<file path="config.mk">
export PLATFORM = sky130hd
export DESIGN_NAME = gpc_queue
export DESIGN_NICKNAME = d
export VERILOG_FILES = /design/src/sv/gpc_pkg.sv /design/src/sv/gpc_queue.sv
export SDC_FILE = /design/constraint.sdc
export NUM_CORES = 1
export LEC_CHECK = 0
export BUFFER_PORTS_ARGS = -buffer_cell sky130_fd_sc_hd__buf_2
export CORE_UTILIZATION = 61
export DETAILED_ROUTE_END_ITERATION = 10
export GPL_ROUTABILITY_DRIVEN = 0
export PLACE_DENSITY = 0.89
export REMOVE_ABC_BUFFERS = 1
export SYNTH_ARGS = -nofsm -noshare
export SYNTH_HDL_FRONTEND = slang
export SYNTH_SLANG_ARGS = --single-unit
</file>
<file path="constraint.sdc">
create_clock -name aclk -period 2.7 [get_ports aclk]
set_input_delay 0.81 -clock aclk [delete_from_list [all_inputs] [get_ports aclk]]
set_output_delay 0.81 -clock aclk [all_outputs]
set_load 0.01 [all_outputs]
</file>
<file path="src/sv/gpc_pkg.sv">
// ----------------------------------------------------------------------------
// gpc_pkg: shared constants and types for the genotype phase caller
// Fixed-point formats, arithmetic widths, queue sizing and the classified
// record handed from the front pipeline to the counter stage.
// ----------------------------------------------------------------------------
`default_nettype none

package gpc_pkg;

    // fixed-point format of the probabilities
    localparam int PROB_FRAC_BITS = 24;
    localparam int COUNT_BITS     = 32;

    // port widths fixed by the interface
    localparam int PROB_W    = 25;
    localparam int THR_W     = 25;
    localparam int OUT_CNT_W = 32;

    // error-rate mix constants
    localparam longint unsigned ONE_Q  = 64'd1 << PROB_FRAC_BITS;
    localparam longint unsigned ED_Q   = (ONE_Q + 64'd5000) / 64'd10000;
    localparam longint unsigned EE_Q   = ONE_Q - ED_Q;
    localparam longint unsigned HALF_Q = ONE_Q >> 1;
    localparam longint unsigned MIX_D  = EE_Q - ED_Q;

    // datapath widths
    localparam int SCORE_W  = PROB_FRAC_BITS + 1;
    localparam int PROD_W   = 2 * SCORE_W;
    localparam int G_W      = 2 * SCORE_W;
    localparam int SUM_W    = G_W + 1;
    localparam int SUM_HI_W = SUM_W - SCORE_W;
    localparam int PPL_W    = THR_W + SCORE_W;
    localparam int PPH_W    = THR_W + SUM_HI_W;
    localparam int CMP_W    = G_W + PROB_FRAC_BITS + THR_W;

    // score offsets: allele 0 falls with p, allele 1 rises with p
    localparam logic [PROD_W-1:0] BIAS0 = PROD_W'(ONE_Q * EE_Q + HALF_Q);
    localparam logic [PROD_W-1:0] BIAS1 = PROD_W'(ONE_Q * ED_Q + HALF_Q);

    // queue between front and back
    localparam int QUEUE_DEPTH = 16;
    localparam int QPTR_W      = $clog2(QUEUE_DEPTH);
    localparam int QCNT_W      = $clog2(QUEUE_DEPTH + 1);

    // classified result of one request
    typedef struct packed {
        logic       start;
        logic       decided;
        logic       allele_hap0;
        logic       allele_hap1;
        logic [1:0] add_decided;
        logic [1:0] add_examined;
    } gpc_rec_t;

endpackage

`default_nettype wire

</file>
<file path="src/sv/gpc_queue.sv">
// ----------------------------------------------------------------------------
// gpc_queue: record queue between the scoring front and the counter back
// Small first-in first-out buffer; the front only pushes when it holds a
// credit, so it never overflows.
// ----------------------------------------------------------------------------
`default_nettype none

module gpc_queue (
    input  wire logic              aclk,
    input  wire logic              aresetn,
    input  wire logic              push,
    input  wire gpc_pkg::gpc_rec_t push_rec,
    input  wire logic              pop,
    output gpc_pkg::gpc_rec_t      head_rec,
    output logic                   empty
);
    import gpc_pkg::*;

    gpc_rec_t           mem_reg [QUEUE_DEPTH];
    logic [QPTR_W-1:0]  wr_ptr_reg, wr_ptr_next;
    logic [QPTR_W-1:0]  rd_ptr_reg, rd_ptr_next;
    logic [QCNT_W-1:0]  cnt_reg, cnt_next;

    assign empty    = (cnt_reg == '0);
    assign head_rec = mem_reg[rd_ptr_reg];

    // pointer and fill count updates
    always_comb begin
        wr_ptr_next = wr_ptr_reg;
        rd_ptr_next = rd_ptr_reg;
        cnt_next    = cnt_reg;
        if (push) begin
            wr_ptr_next = (wr_ptr_reg == QPTR_W'(QUEUE_DEPTH - 1)) ? '0
                        : wr_ptr_reg + QPTR_W'(1);
        end
        if (pop) begin
            rd_ptr_next = (rd_ptr_reg == QPTR_W'(QUEUE_DEPTH - 1)) ? '0
                        : rd_ptr_reg + QPTR_W'(1);
        end
        case ({push, pop})
            2'b10:   cnt_next = cnt_reg + QCNT_W'(1);
            2'b01:   cnt_next = cnt_reg - QCNT_W'(1);
            default: cnt_next = cnt_reg;
        endcase
    end

    always_ff @(posedge aclk) begin
        if (!aresetn) begin
            wr_ptr_reg <= '0;
            rd_ptr_reg <= '0;
            cnt_reg    <= '0;
        end else begin
            wr_ptr_reg <= wr_ptr_next;
            rd_ptr_reg <= rd_ptr_next;
            cnt_reg    <= cnt_next;
        end
    end

    // storage
    always_ff @(posedge aclk) begin
        if (push) begin
            mem_reg[wr_ptr_reg] <= push_rec;
        end
    end

    a_no_overflow: assert property (@(posedge aclk) disable iff (!aresetn)
        (cnt_reg == QCNT_W'(QUEUE_DEPTH)) |-> (!push || pop))
        else $error("queue push while full");

    a_no_underflow: assert property (@(posedge aclk) disable iff (!aresetn)
        empty |-> !pop)
        else $error("queue pop while empty");

endmodule

`default_nettype wire

</file>
==> flow_summary_export.csv <==
group,metric,value,unit
status,outcome,"finished, violations left",
status,failing_checks,"negative setup slack",
place,io_buffers,20,
cts,tritoncts_clock_tree,"done",
critical_path,worst_r2r_startpoint,"cnt_reg[1]",
timing,finalCritPeriodShare,110,%
timing,tightest_slew,0.604,ns
timing,totalNegativeSetupSlack,-1.57,ns
floorplanning,std_cell_core_area,0.00928,mm²
timing,maxSlewViolCount,0,
job,drv.max_cap_violation_count,0,
critical_path,destination_of_the_worst_register_to_register_timing_path,"cnt_reg[4]",
critical_path,critical_path.slowest_cell,"sky130_fd_sc_hd__mux4_2",
synthesis,post_synth_inst_count,316,
route,wirelength,11600,µm
synthesis,yosysWarnings,0,
cts,clock_pin_slew_reported_for_the_worst_setup_and_hold_paths_after_clock_tree_synthesis,0.06,ns
min_path,min_path_type,"register to register",
timing,slew_headroom,59.7,%
timing,postLayoutSetupSlackWorst,-0.261,ns
layout,instances_no_fill,501,
min_path,worstHoldPathCells,2,
cts,htreeDepth,4,
layout,drive_gt1_share,29.0,%
timing,max_freq,338,MHz
critical_path,critical_path_at,2.15,ns
route,initialDrtViolationCount,208,
route,post_drt_via_cell_ratio,5.99,
place,post-place-cells,459,
critical_path,crit_fanout,7,
timing,final.setup_skew,0.00568,ns
place,hpwlAfterDp,6550,µm
timing,rsz0062_at_grt,"true",
timing,setup_viol_count_final,8,
critical_path,setup.reg_to_reg.worst_slack,0.94,ns
grt,antenna_violations_before_repair,0,
route,via_count,3001,
synthesis,synthesis.area,0.00589,mm²
cts,cts_buffer_depth,2,
cts,clock_latency,0.51,ns
critical_path,reg2reg_depth,6,
cts,cts_root_buf,"sky130_fd_sc_hd__clkbuf_8",
pwr,cellLeakagePower,2.28,nW
pwr,vdd_ir_drop_max,0.504,mV
route,drt_first_pass_iters,5,
synthesis,ys_ff_latch,145,
layout,design.final.nets,380,
grt,grt_pass1_vias,3131,
layout,area.growth.synth_to_final,15.4,%
floorplanning,chipHeight,100,µm
route,drt_drc_violations_left,0,
route,drt.antenna.violating_nets,0,
pwr,power.density_cell_area,710,mW/mm²
critical_path,startpoint_type,"register",
timing,finalWorstPathRequiredPeriod,2.96,ns
synthesis,syn_avg_cell_area,18.6,µm²
cts,cts_bufs_inserted,17,
grt,global_route.usage.total,25.6,%
critical_path,cp_data_required_time,1.89,ns
floorplanning,fp-row-count,35,
critical_path,critPathKind,"register to primary output",
layout,largest_register_ff_count,128,
grt,grt_first_pass_wirelength,17700,µm
cts,holdBufCountCts,0,
timing,count_of_final_hold_check_violations,0,
critical_path,critPathCaptureType,"primary output",
grt,overflow_left_after_global_routing,0,
critical_path,crit_path_max_incr_delay,0.50,ns
critical_path,path_common_cell,"sky130_fd_sc_hd__buf_12",
layout,final_util,73.2,%
synthesis,seq_area_frac_synth,71.1,%
grt,pin_count_of_the_biggest_net_entering_global_routing,33,
floorplanning,die_area,0.0100,mm²
critical_path,crit_path_cell_trace,"buf_12 > buf_12 > mux4_2 > a22oi_2 > nand2_2 > buf_6",
synthesis,count_of_unique_library_cells_instantiated_by_yosys,40,
floorplanning,io-pin-count,21,
min_path,min_delay_worst_endpoint,"rd_ptr_reg[3]",
floorplanning,die_x,100,µm
layout,diodes,0,
cts,cts.sinks,145,
floorplanning,initial_core_util,63.4,%
min_path,hold_path.startpoint,"rd_ptr_reg[3]",
route,routedWlPerCell,23.1,µm
[per-layer routing]
layer	wire [µm]	up-vias	global-route usage (%)	share of wire (%)
met4	100	0	8.81	0.86
met3	669	11	5.71	5.8
met1	4720	1521	32.7	41
li1	-	1368	-	-
met5	0	-	0	0
met2	6100	101	43.6	53
[worst max path at each step]
stage | end | slack [ns] | cells after the start
after floorplan | head_rec[0] | -0.35 | 3
after global placement | cnt_reg[4] | 0.16 | 9
after detailed placement | cnt_reg[4] | 0.07 | 9
after CTS | head_rec[5] | -0.26 | 7
after global routing | head_rec[3] | -0.35 | 6
final | head_rec[3] | -0.26 | 6
[metrics by stage]
| step | setup slack (ns) | area, µm² | hold WS (ns) | power [W] |
|---|---|---|---|---|
| detailed placement | 0.0698 | 6140 | 0.511 | 0.00287 |
| global placement | 0.160 | 6140 | 0.501 | 0.00286 |
| global route | -0.349 | 6800 | 0.569 | 0.00497 |
| floorplan | -0.351 | 5790 | 0.473 | 0.00275 |
| finish | -0.261 | 6800 | 0.530 | 0.00483 |
| CTS | -0.256 | 6780 | 0.525 | 0.00484 |
[cells by family after synthesis]
group,Yosys count,share of synthesized area [%]
fa+ha+maj,9,1.91
simple gates,70,6.55
xor+xnor,5,0.744
compound gates,34,3.97
flops,145,71.1
mux,35,13.8
buf+inv,18,1.98
[power breakdown]
group	internal, W	switching, W	leakage (nW)
Combinational	0.000180	0.000189	0.742
Sequential	0.00248	0.0000320	1.30
Clock	0.00111	0.000838	0.242
[layout by cell type (no fill, tap or decap), drive strengths merged, types with 3 or more instances in the layout]
master	count
xor2	4
buf	37
nand2b	3
or3	3
and2	18
dfxtp	17
mux4	32
a21oi	7
clkbuf	19
inv	6
ha	9
a22oi	16
clkinvlp	3
clkinv	9
edfxtp	128
nand4b	3
o21ai	5
nand3	5
nor2	11
mux2i	3
nand2	14
[worst max-delay path, delay by kind of cell (launching register included)]
| family | cells | cell delay [ns] |
|---|---|---|
| AO/OA/AOI/OAI | 1 | 0.23 |
| buffers and inverters | 3 | 0.41 |
| flip-flops | 1 | 0.39 |
| multiplexers | 1 | 0.50 |
| AND/OR/NAND/NOR | 1 | 0.10 |
[synth_stat cells, drive strengths merged]
| master | number | area (µm²) |
|---|---|---|
| and2 | 18 | 113 |
| ha | 9 | 113 |
| a21oi | 7 | 35.0 |
| nor2b | 1 | 6.26 |
| a31oi | 1 | 6.26 |
| and2b | 1 | 7.51 |
| or4 | 1 | 7.51 |
| nand4b | 3 | 26.3 |
| mux2i | 3 | 30.0 |
| o21ai | 5 | 25.0 |
| a21o | 1 | 7.51 |
| nor3 | 2 | 10.0 |
| edfxtp | 128 | 3840 |
| nand3 | 5 | 25.0 |
| nand3b | 2 | 15.0 |
| dlygate4sd2 | 1 | 8.76 |
| a311oi | 1 | 8.76 |
| buf | 8 | 61.3 |
| clkbuf | 2 | 7.51 |
| nand2 | 14 | 52.6 |
| or3 | 3 | 18.8 |
| nand2b | 3 | 18.8 |
| dfxtp | 17 | 340 |
| mux4 | 32 | 781 |
| nand4bb | 1 | 11.3 |
| nor2 | 11 | 41.3 |
| clkdlybuf4s25 | 2 | 20.0 |
| inv | 5 | 18.8 |
| nand4 | 2 | 12.5 |
| a22oi | 16 | 120 |
| o31a | 1 | 8.76 |
| xor2 | 4 | 35.0 |
| o211ai | 1 | 7.51 |
| a2111oi | 1 | 15.0 |
| xnor2 | 1 | 8.76 |
| nor3b | 1 | 7.51 |
| and3 | 2 | 12.5 |
[repair_timing]
item | in CTS | in global routing
setup endpoints to repair | 8 | 8
cloned | 1 | 0
resized for setup | 27 | 9
pin swaps | 11 | 11
setup buffers | 8 | 2
hold endpoints to repair | 0 | 0
[area by class of cell]
cell class | count | area [µm²]
Clock buffer | 19 | 422
Clock inverter | 13 | 73.8
Fill cell | 569 | 2490
Inverter | 5 | 18.8
Multi-Input combinational cell | 153 | 1600
Sequential cell | 145 | 4190
Tap cell | 129 | 161
Timing Repair Buffer | 37 | 328
Note: power is estimated with default switching activity, not from simulation.
