File: src/sv/gpc_pkg.sv
// ----------------------------------------------------------------------------
// gpc_pkg: shared constants and types for the genotype phase caller
// Fixed-point formats, arithmetic widths, queue sizing and the classified
// record handed from the front pipeline to the counter stage.
// ----------------------------------------------------------------------------
`default_nettype none

package gpc_pkg;

    // fixed-point format of the probabilities
    localparam int PROB_FRAC_BITS = 24;
    localparam int COUNT_BITS     = 32;

    // port widths fixed by the interface
    localparam int PROB_W    = 25;
    localparam int THR_W     = 25;
    localparam int OUT_CNT_W = 32;

    // error-rate mix constants
    localparam longint unsigned ONE_Q  = 64'd1 << PROB_FRAC_BITS;
    localparam longint unsigned ED_Q   = (ONE_Q + 64'd5000) / 64'd10000;
    localparam longint unsigned EE_Q   = ONE_Q - ED_Q;
    localparam longint unsigned HALF_Q = ONE_Q >> 1;
    localparam longint unsigned MIX_D  = EE_Q - ED_Q;

    // datapath widths
    localparam int SCORE_W  = PROB_FRAC_BITS + 1;
    localparam int PROD_W   = 2 * SCORE_W;
    localparam int G_W      = 2 * SCORE_W;
    localparam int SUM_W    = G_W + 1;
    localparam int SUM_HI_W = SUM_W - SCORE_W;
    localparam int PPL_W    = THR_W + SCORE_W;
    localparam int PPH_W    = THR_W + SUM_HI_W;
    localparam int CMP_W    = G_W + PROB_FRAC_BITS + THR_W;

    // score offsets: allele 0 falls with p, allele 1 rises with p
    localparam logic [PROD_W-1:0] BIAS0 = PROD_W'(ONE_Q * EE_Q + HALF_Q);
    localparam logic [PROD_W-1:0] BIAS1 = PROD_W'(ONE_Q * ED_Q + HALF_Q);

    // queue between front and back
    localparam int QUEUE_DEPTH = 16;
    localparam int QPTR_W      = $clog2(QUEUE_DEPTH);
    localparam int QCNT_W      = $clog2(QUEUE_DEPTH + 1);

    // classified result of one request
    typedef struct packed {
        logic       start;
        logic       decided;
        logic       allele_hap0;
        logic       allele_hap1;
        logic [1:0] add_decided;
        logic [1:0] add_examined;
    } gpc_rec_t;

endpackage

`default_nettype wire

File: src/sv/gpc_back.sv
// ----------------------------------------------------------------------------
// gpc_back: counter update and result register
// Pops classified records, applies the start clear and the saturating tally
// increments, and holds each result until the sink takes it.
// ----------------------------------------------------------------------------
`default_nettype none

module gpc_back (
    input  wire logic                          aclk,
    input  wire logic                          aresetn,
    input  wire logic                          q_empty,
    input  wire gpc_pkg::gpc_rec_t             head_rec,
    output logic                               q_pop,
    output logic                               m_valid,
    input  wire logic                          m_ready,
    output logic                               m_decided,
    output logic                               m_allele_hap0,
    output logic                               m_allele_hap1,
    output logic [gpc_pkg::OUT_CNT_W-1:0]      m_phased_count,
    output logic [gpc_pkg::OUT_CNT_W-1:0]      m_total_count
);
    import gpc_pkg::*;

    localparam logic [COUNT_BITS:0] CNT_MAX = {1'b0, {COUNT_BITS{1'b1}}};

    logic                   m_valid_reg;
    logic [COUNT_BITS-1:0]  dec_tally_reg, dec_tally_next;
    logic [COUNT_BITS-1:0]  exam_tally_reg, exam_tally_next;
    logic [COUNT_BITS-1:0]  dec_base, exam_base;
    logic [COUNT_BITS:0]    dec_sum, exam_sum;
    logic                   decided_reg, al0_reg, al1_reg;

    // take a record when the result register is free or being drained
    assign q_pop = !q_empty && (!m_valid_reg || m_ready);

    // start clear, then saturating add of up to two
    always_comb begin
        dec_base        = head_rec.start ? '0 : dec_tally_reg;
        exam_base       = head_rec.start ? '0 : exam_tally_reg;
        dec_sum         = {1'b0, dec_base} + (COUNT_BITS + 1)'(head_rec.add_decided);
        exam_sum        = {1'b0, exam_base} + (COUNT_BITS + 1)'(head_rec.add_examined);
        dec_tally_next  = (dec_sum > CNT_MAX) ? CNT_MAX[COUNT_BITS-1:0]
                        : dec_sum[COUNT_BITS-1:0];
        exam_tally_next = (exam_sum > CNT_MAX) ? CNT_MAX[COUNT_BITS-1:0]
                        : exam_sum[COUNT_BITS-1:0];
    end

    // tallies and result valid
    always_ff @(posedge aclk) begin
        if (!aresetn) begin
            m_valid_reg    <= 1'b0;
            dec_tally_reg  <= '0;
            exam_tally_reg <= '0;
        end else begin
            if (q_pop) begin
                m_valid_reg    <= 1'b1;
                dec_tally_reg  <= dec_tally_next;
                exam_tally_reg <= exam_tally_next;
            end else if (m_ready) begin
                m_valid_reg <= 1'b0;
            end
        end
    end

    // result payload
    always_ff @(posedge aclk) begin
        if (q_pop) begin
            decided_reg <= head_rec.decided;
            al0_reg     <= head_rec.allele_hap0;
            al1_reg     <= head_rec.allele_hap1;
        end
    end

    assign m_valid        = m_valid_reg;
    assign m_decided      = decided_reg;
    assign m_allele_hap0  = al0_reg;
    assign m_allele_hap1  = al1_reg;
    assign m_phased_count = OUT_CNT_W'(dec_tally_reg);
    assign m_total_count  = OUT_CNT_W'(exam_tally_reg);

    // without a start clear the tallies only grow or hold
    a_tally_monotonic: assert property (@(posedge aclk) disable iff (!aresetn)
        (q_pop && !head_rec.start) |=>
            (exam_tally_reg >= $past(exam_tally_reg)) &&
            (dec_tally_reg >= $past(dec_tally_reg)))
        else $error("tally decreased without start of pass");

endmodule

`default_nettype wire

File: config.mk
export PLATFORM = sky130hd
export DESIGN_NAME = gpc_back
export DESIGN_NICKNAME = d
export VERILOG_FILES = /design/src/sv/gpc_pkg.sv /design/src/sv/gpc_back.sv
export SDC_FILE = /design/constraint.sdc
export NUM_CORES = 1
export LEC_CHECK = 0
export ABC_AREA = 1
export BUFFER_PORTS_ARGS = -buffer_cell sky130_fd_sc_hd__clkbuf_2
export CAP_MARGIN = 20
export CORE_ASPECT_RATIO = 0.7
export CORE_MARGIN = 2
export CORE_UTILIZATION = 42
export CTS_CLUSTER_DIAMETER = 120
export DETAILED_ROUTE_END_ITERATION = 10
export PLACE_DENSITY = 0.68
export REMOVE_ABC_BUFFERS = 1
export SYNTH_ARGS = -nofsm -noshare
export SYNTH_HDL_FRONTEND = slang
export SYNTH_SLANG_ARGS = --single-unit
File: constraint.sdc
create_clock -name aclk -period 3.4 [get_ports aclk]
set_clock_uncertainty 0.2 [all_clocks]
set_input_delay 0.51 -clock aclk [delete_from_list [all_inputs] [get_ports aclk]]
set_output_delay 0.51 -clock aclk [all_outputs]
set_load 0.01 [all_outputs]
==> flow_summary.ini, run 1 <==
[final_layout]
nNetsFinal = 898
finalNonFillerCells = 1042
fillers = 1194
regArea_sq_um = 1390
drive_above_1_share_pct = 16.6
diodes = 0
multi_input_area_sq_um = 3050
area_growth_pct = 15.0

[yosys]
synth_enable_flop_cells = 3
avgSynthCellArea_sq_um = 6.09
async_flop_share_pct = 0
synth_top_area_share_pct = 26.1
synth_ff_type = dfxtp_1
synth_commonest_cells = 199 x nand2_1, 171 x nor2_1, 85 x inv_1
synth_cell_types = 33
ys_seq_area_share_pct = 27.9
syn_area_sq_um = 4980
synth.most_common_cell = nand2_1
synthCells = 817
yosys.area.top_type = dfxtp_1
synth_warnings = 0
synth_area_leaders = dfxtp_1 26%, nand2_1 15%, nor2_1 13%
ys_ff_latch = 68

[routing]
vias = 5242
wl_microns = 14000
routed.top_layer = met4
drc = 0
routedWlPerCell_microns = 13.5
drt_iter0_drc = 418
routed_via_density = 5.03
first_pass_iters = 5
met1_length_microns = 7580
met2_length_microns = 5360
antenna_left = 0
wl_met3_microns = 998

[clock_tree]
cts_buffers = 9
cts_sinks = 68
postCtsHoldBufs = 0
h-tree-depth = 3
postCtsSetupBuffers = 0
clock_path_buffers = 2
cts-root-buf = clkbuf_16
post_cts_resized = 0
clk_latency_ns = 0.34
cts_tree = done
path_clk_slew_ns = 0.06

[critical_path]
cp_data_required_time_ns = 3.41
start_kind = input pin
reg2reg_depth = 12
worstReg2RegEnd = m_total_count[28]
crit_start = head_rec[7]
crit_arrival_ns = 2.79
crit_type = in2reg
r2r_setup_slack_ns = 0.73
cp_max_fo = 13
worstReg2RegStart = m_total_count[0]
cp-end-kind = flop
crit_path_end = m_total_count[28]

[min_path]
hp-class = in2reg
whs_path_depth = 1

[power_and_ir_drop]
ir_drop_mv = 0.241
p_per_area_nw_per_um2 = 388
p_leak_nw = 2.30

[sta]
finalSetupViolCount = 0
fmax_ghz = 0.361
final_hold_viol_count = 0
worstMarginPinSlew_ns = 0.484
drv_slew = 0
min_period_ns = 2.77
slew_headroom_pct = 67.7
fin_crit_sh_pct = 81.6
setup_tns_ns = 0
rsz0062_at_grt = false

[flow_run]
drv_cap = 0

[floorplanning]
die_h_microns = 95.1
core_sq_um = 11600
die_w_microns = 134
initial_core_util_pct = 42.8
ios = 81
rows = 33
die-area_sq_um = 12800

[placed_design]
gp_congestion = 0.934
place.detailed.hpwl_microns = 10300
io_buffers = 80
dp_cells = 1026

[status]
outcome = complete, no violations

[global_routing]
grt_max_degree = 69
grt_use_total_pct = 22.7
grt-ovfl-total = 0
grt_pass1_vias = 4445
antenna_found_initial = 0
grt_pass1_wl_microns = 22800
per-stage QoR:
stage / hold WS (ns) / setup WS, ns / area, sq um / utilization [%] / total power, W
after floorplan: 0.294 / -1.80 / 4770 / - / 0.00113
after global placement: 0.308 / 0.328 / 5420 / 46.6 / 0.00127
after detailed placement: 0.307 / 0.255 / 5420 / 46.6 / 0.00127
after CTS: 0.137 / 0.626 / 5730 / 49.2 / 0.00224
after global routing: 0.136 / 0.435 / 5730 / 49.2 / 0.00233
final: 0.148 / 0.627 / 5730 / 49.2 / 0.00222
cells by family after synthesis:
kind of cell / after synthesis / share of synthesized area [%]
xor gates and xnor gates: 21 / 3.69
and+or+nand+nor: 492 / 43.2
AOI/OAI and AO/OA: 108 / 12.3
buffers and inverters: 122 / 11.0
adders and majority gates: 6 / 1.81
DFF: 68 / 27.9
cells in the final DEF, fill, tap and decap left out, types with 2 or more instances in the layout:
cell type	count
o21ai_0	63
nand3_4	2
xnor2_1	13
a21oi_2	12
nand3_1	77
fa_1	2
a31oi_1	12
nor2_4	5
nand3b_1	11
dfxtp_1	65
inv_1	85
clkinv_2	2
xor2_1	8
nor2_1	171
and2_1	3
edfxtp_1	3
ha_1	4
clkinv_4	2
clkbuf_16	9
clkbuf_8	2
nor2_2	9
nand2_1	199
clkbuf_2	80
buf_4	6
o21bai_1	5
a21oi_1	15
nand3_2	8
nand2_2	4
worst min-delay path by stage:
stage,start,end,slack (ns)
floorplan,m_valid,m_valid,0.29
global placement,m_valid,m_valid,0.31
detailed placement,m_valid,m_valid,0.31
CTS,head_rec[6],m_decided,0.14
global route,head_rec[6],m_decided,0.14
finish,head_rec[6],m_decided,0.15
metal layers:
layer | up-vias | track usage (%)
li1 | 2722 | -
met4 | 0 | 4.04
met1 | 2331 | 35.8
met2 | 178 | 31.3
met3 | 11 | 5.05
met5 | - | 0
area by class of cell:
type                            instances  area share, %
Timing Repair Buffer                   86           7.78
Clock buffer                           12           4.48
Inverter                               88           5.94
Tap cell                              157           3.43
Clock inverter                          4          0.830
Multi-Input combinational cell        627           53.2
Sequential cell                        68           24.3
report_power, final:
part           switching (W)  internal, W  leakage, nW  total (W)
sequential         0.0000740     0.000859        0.566   0.000933
combinational       0.000206     0.000120         1.59   0.000326
clock               0.000357     0.000605        0.149   0.000962
total               0.000637      0.00158         2.30    0.00222
worst max-delay path: stages:
cell and delay, ns:
clkbuf_2 0.25, nor2_1 0.09, ha_1 0.22, fa_1 0.43
nand3_1 0.21, inv_1 0.06, nand2_1 0.14, nor2_4 0.08
nand3_4 0.15, nand2_2 0.20, inv_2 0.33, a21oi_1 0.11
Power figures use the tool's default switching activity.
==> run 2: changes to the inputs <==
--- a/config.mk
+++ b/config.mk
@@ -5,7 +5,7 @@
 export SDC_FILE = /design/constraint.sdc
 export NUM_CORES = 1
 export LEC_CHECK = 0
-export ABC_AREA = 1
+export ABC_AREA = 0
 export BUFFER_PORTS_ARGS = -buffer_cell sky130_fd_sc_hd__clkbuf_2
 export CAP_MARGIN = 20
 export CORE_ASPECT_RATIO = 0.7
@@ -13,7 +13,7 @@
 export CORE_UTILIZATION = 42
 export CTS_CLUSTER_DIAMETER = 120
 export DETAILED_ROUTE_END_ITERATION = 10
-export PLACE_DENSITY = 0.68
+export PLACE_DENSITY = 0.72
 export REMOVE_ABC_BUFFERS = 1
 export SYNTH_ARGS = -nofsm -noshare
 export SYNTH_HDL_FRONTEND = slang
==> constraint.sdc (replaced) <==
create_clock -name aclk -period 2.5 [get_ports aclk]
set_clock_uncertainty 0.2 [all_clocks]
set_input_delay 0.375 -clock aclk [delete_from_list [all_inputs] [get_ports aclk]]
set_output_delay 0.375 -clock aclk [all_outputs]
set_load 0.01 [all_outputs]
==> run 2 against run 1 <==
Effect of this change:
- area after synthesis decreased by 18%
- via count down 11%
- first-iteration DRC count grew 54%
- critical path type is now reg2reg
- critical endpoint is now m_total_count[20]
==> flow_summary.ini, run 2 <==
[status]
outcome = complete, no violations

[clock_tree]
path_clk_slew_ns = 0.06
postCtsSetupBuffers = 0
cts-root-buf = clkbuf_16
clock_path_buffers = 2
clk_latency_ns = 0.34
cts_buffers = 9
cts_sinks = 68
cts_tree = done
h-tree-depth = 3

[final_layout]
nNetsFinal = 638
mostFrequentLayoutCells = 80 x clkbuf_2, 65 x dfxtp_1, 65 x buf_4
layout_commonest_cell = clkbuf_2
diodes = 0
drive_above_1_share_pct = 34.9
fillers = 897
area_growth_pct = 31.6
final_area_sq_um = 5400
final_core_util_pct = 56.2

[sta]
min_period_ns = 2.43
drv_slew = 0
fin_crit_sh_pct = 97.2
worstMarginPinSlew_ns = 0.546
finalSetupViolCount = 0
final_hold_viol_count = 0
slew_headroom_pct = 63.5
rsz0062_at_grt = false
fmax_ghz = 0.411

[global_routing]
grt_pass1_vias = 4282
met2_usage_pct = 39.7
grt_max_degree = 46
grt_pass1_wl_microns = 22200
use_met1_pct = 39.1
grt_use_total_pct = 27.0
grt-ovfl-total = 0
gr-max-usage-layer = met2
antenna_found_initial = 0
met3_usage_pct = 6.71

[min_path]
whs_path_depth = 1
worst_hold_path.endpoint = m_allele_hap1
hp-class = in2reg
hold_start = head_rec[4]

[yosys]
synth_warnings = 0
ys_ff_latch = 68
synth_cell_types = 73
synth_commonest_cells = 65 x dfxtp_1, 47 x a21oi_1, 42 x nand2_1
yosys.area.top_type = dfxtp_1
ys_seq_area_share_pct = 33.9
synthCells = 491
avgSynthCellArea_sq_um = 8.35
synth_top_area_share_pct = 31.7
synth.most_common_cell = dfxtp_1
async_flop_share_pct = 0
synth_area_leaders = dfxtp_1 32%, a21oi_1 5.7%, o21ai_0 4.3%
synth_ff_type = dfxtp_1
synth_enable_flop_cells = 3
syn_area_sq_um = 4100

[critical_path]
crit_top_cell = buf_4
slowest_delay_ns = 0.44
r2r_setup_slack_ns = 0.07
slowest_stage = fa_2
crit_arrival_ns = 2.46
reg2reg_depth = 9
cp_max_fo = 11
cp-end-kind = flop
worstReg2RegEnd = m_total_count[20]
start_kind = flop
crit_type = reg2reg
worstReg2RegStart = m_total_count[0]
cp_data_required_time_ns = 2.53
crit_path_cell_trace = nor2b_2 > ha_2 > fa_2 > nand4b_4 > nor4_4 > buf_4 > a31o_2 > buf_4 > o221a_2

[power_and_ir_drop]
p_per_area_nw_per_um2 = 481
p_leak_nw = 2.36
ir_drop_mv = 0.350

[routing]
routed_via_density = 6.19
vias = 4660
routedWlPerCell_microns = 19.0
first_pass_iters = 6
drc = 0
drt_iter0_drc = 645
antenna_left = 0
wl_microns = 14300

[placed_design]
place.detailed.hpwl_microns = 10100
placed_cell_area_sq_um = 5050
io_buffers = 80
gp_congestion = 0.936

[floorplanning]
core_sq_um = 9610
rows = 30
die_w_microns = 122
die-area_sq_um = 10600
initial_core_util_pct = 42.7
ios = 81
die_h_microns = 86.7

[flow_run]
drv_cap = 0
==> run 2: cell count changes in the layout (fill, tap and decap cells not counted), moves of 9 or more <==
cell,previous run,this run
buf_4,6,65
o21ai_0,63,35
and3_1,0,15
inv_1,85,5
nor3_1,0,23
o221a_2,0,9
nor2_2,9,0
a21oi_2,12,2
nor2_1,171,33
nand2_1,199,41
a21oi_1,15,46
a31oi_1,12,26
xnor2_1,13,0
nand3_1,77,20
==> run 2: worst max-delay path by stage <==
stage,start,endpoint,slack [ns],cells past startpoint
after detailed placement,head_rec[7],m_total_count[30],-0.28,10
after floorplan,m_ready,m_phased_count[23],-0.43,6
after CTS,m_total_count[0],m_total_count[30],0.003,9
after global routing,m_total_count[0],m_total_count[20],0.01,9
final,m_total_count[0],m_total_count[20],0.07,9
after global placement,head_rec[7],m_total_count[30],-0.21,10
==> run 2: logic make-up after synthesis <==
logic type | Yosys count | synth area share (%)
mux | 2 | 0.519
simple gates | 210 | 31.9
compound gates | 170 | 27.4
fa+ha+maj | 6 | 2.20
flops | 68 | 33.9
buf+inv | 35 | 4.03
==> run 2: per-stage QoR <==
stage / TNS [ns] / setup WS (ns) / std cells / hold WS (ns) / total power [W]
floorplan: -8.06 / -0.427 / 461 / 0.267 / 0.00125
finish: 0 / 0.0688 / 753 / 0.0230 / 0.00259
detailed placement: -10.30 / -0.282 / 737 / 0.301 / 0.00139
global route: 0 / 0.0137 / 753 / 0.0182 / 0.00267
CTS: 0 / 0.00288 / 753 / 0.0166 / 0.00260
global placement: -5.98 / -0.205 / 737 / 0.302 / 0.00138
==> run 2: layout make-up <==
class	instances	area (sq um)	area share [%]
clock buffers	15	278	5.15
well taps	128	160	2.97
multi-input cells	388	2610	48.3
repair buffers	148	940	17.4
clock inverters	1	5.00	0.0927
flip-flops and latches	68	1390	25.8
inverters	5	18.8	0.348
==> run 2: critical path: cells and delay by family (launching register included) <==
| kind | cells | cell delay, ns |
|---|---|---|
| adders and majority gates | 2 | 0.66 |
| AOI/OAI and AO/OA | 2 | 0.50 |
| buffers and inverters | 2 | 0.34 |
| and+or+nand+nor | 3 | 0.32 |
| DFF | 1 | 0.31 |
==> run 2: metal layers <==
| metal | routed length [microns] | part of all wire [%] |
|---|---|---|
| met1 | 6510 | 46 |
| met2 | 6230 | 44 |
| met3 | 1390 | 9.8 |
| met4 | 151 | 1.1 |
| met5 | 0 | 0 |
==> run 2: timing repair <==
item / CTS / global route
hold buffers: 0 / 0
setup endpoints to repair: 7 / 38
gates resized for setup: 4 / 12
pin swaps: 0 / 5
==> run 2: power by group <==
part           internal (W)  total (W)  switching [W]
Combinational     0.0000977   0.000257       0.000160
Sequential          0.00111    0.00112      0.0000131
Clock              0.000752    0.00122       0.000466
Total               0.00196    0.00259       0.000639
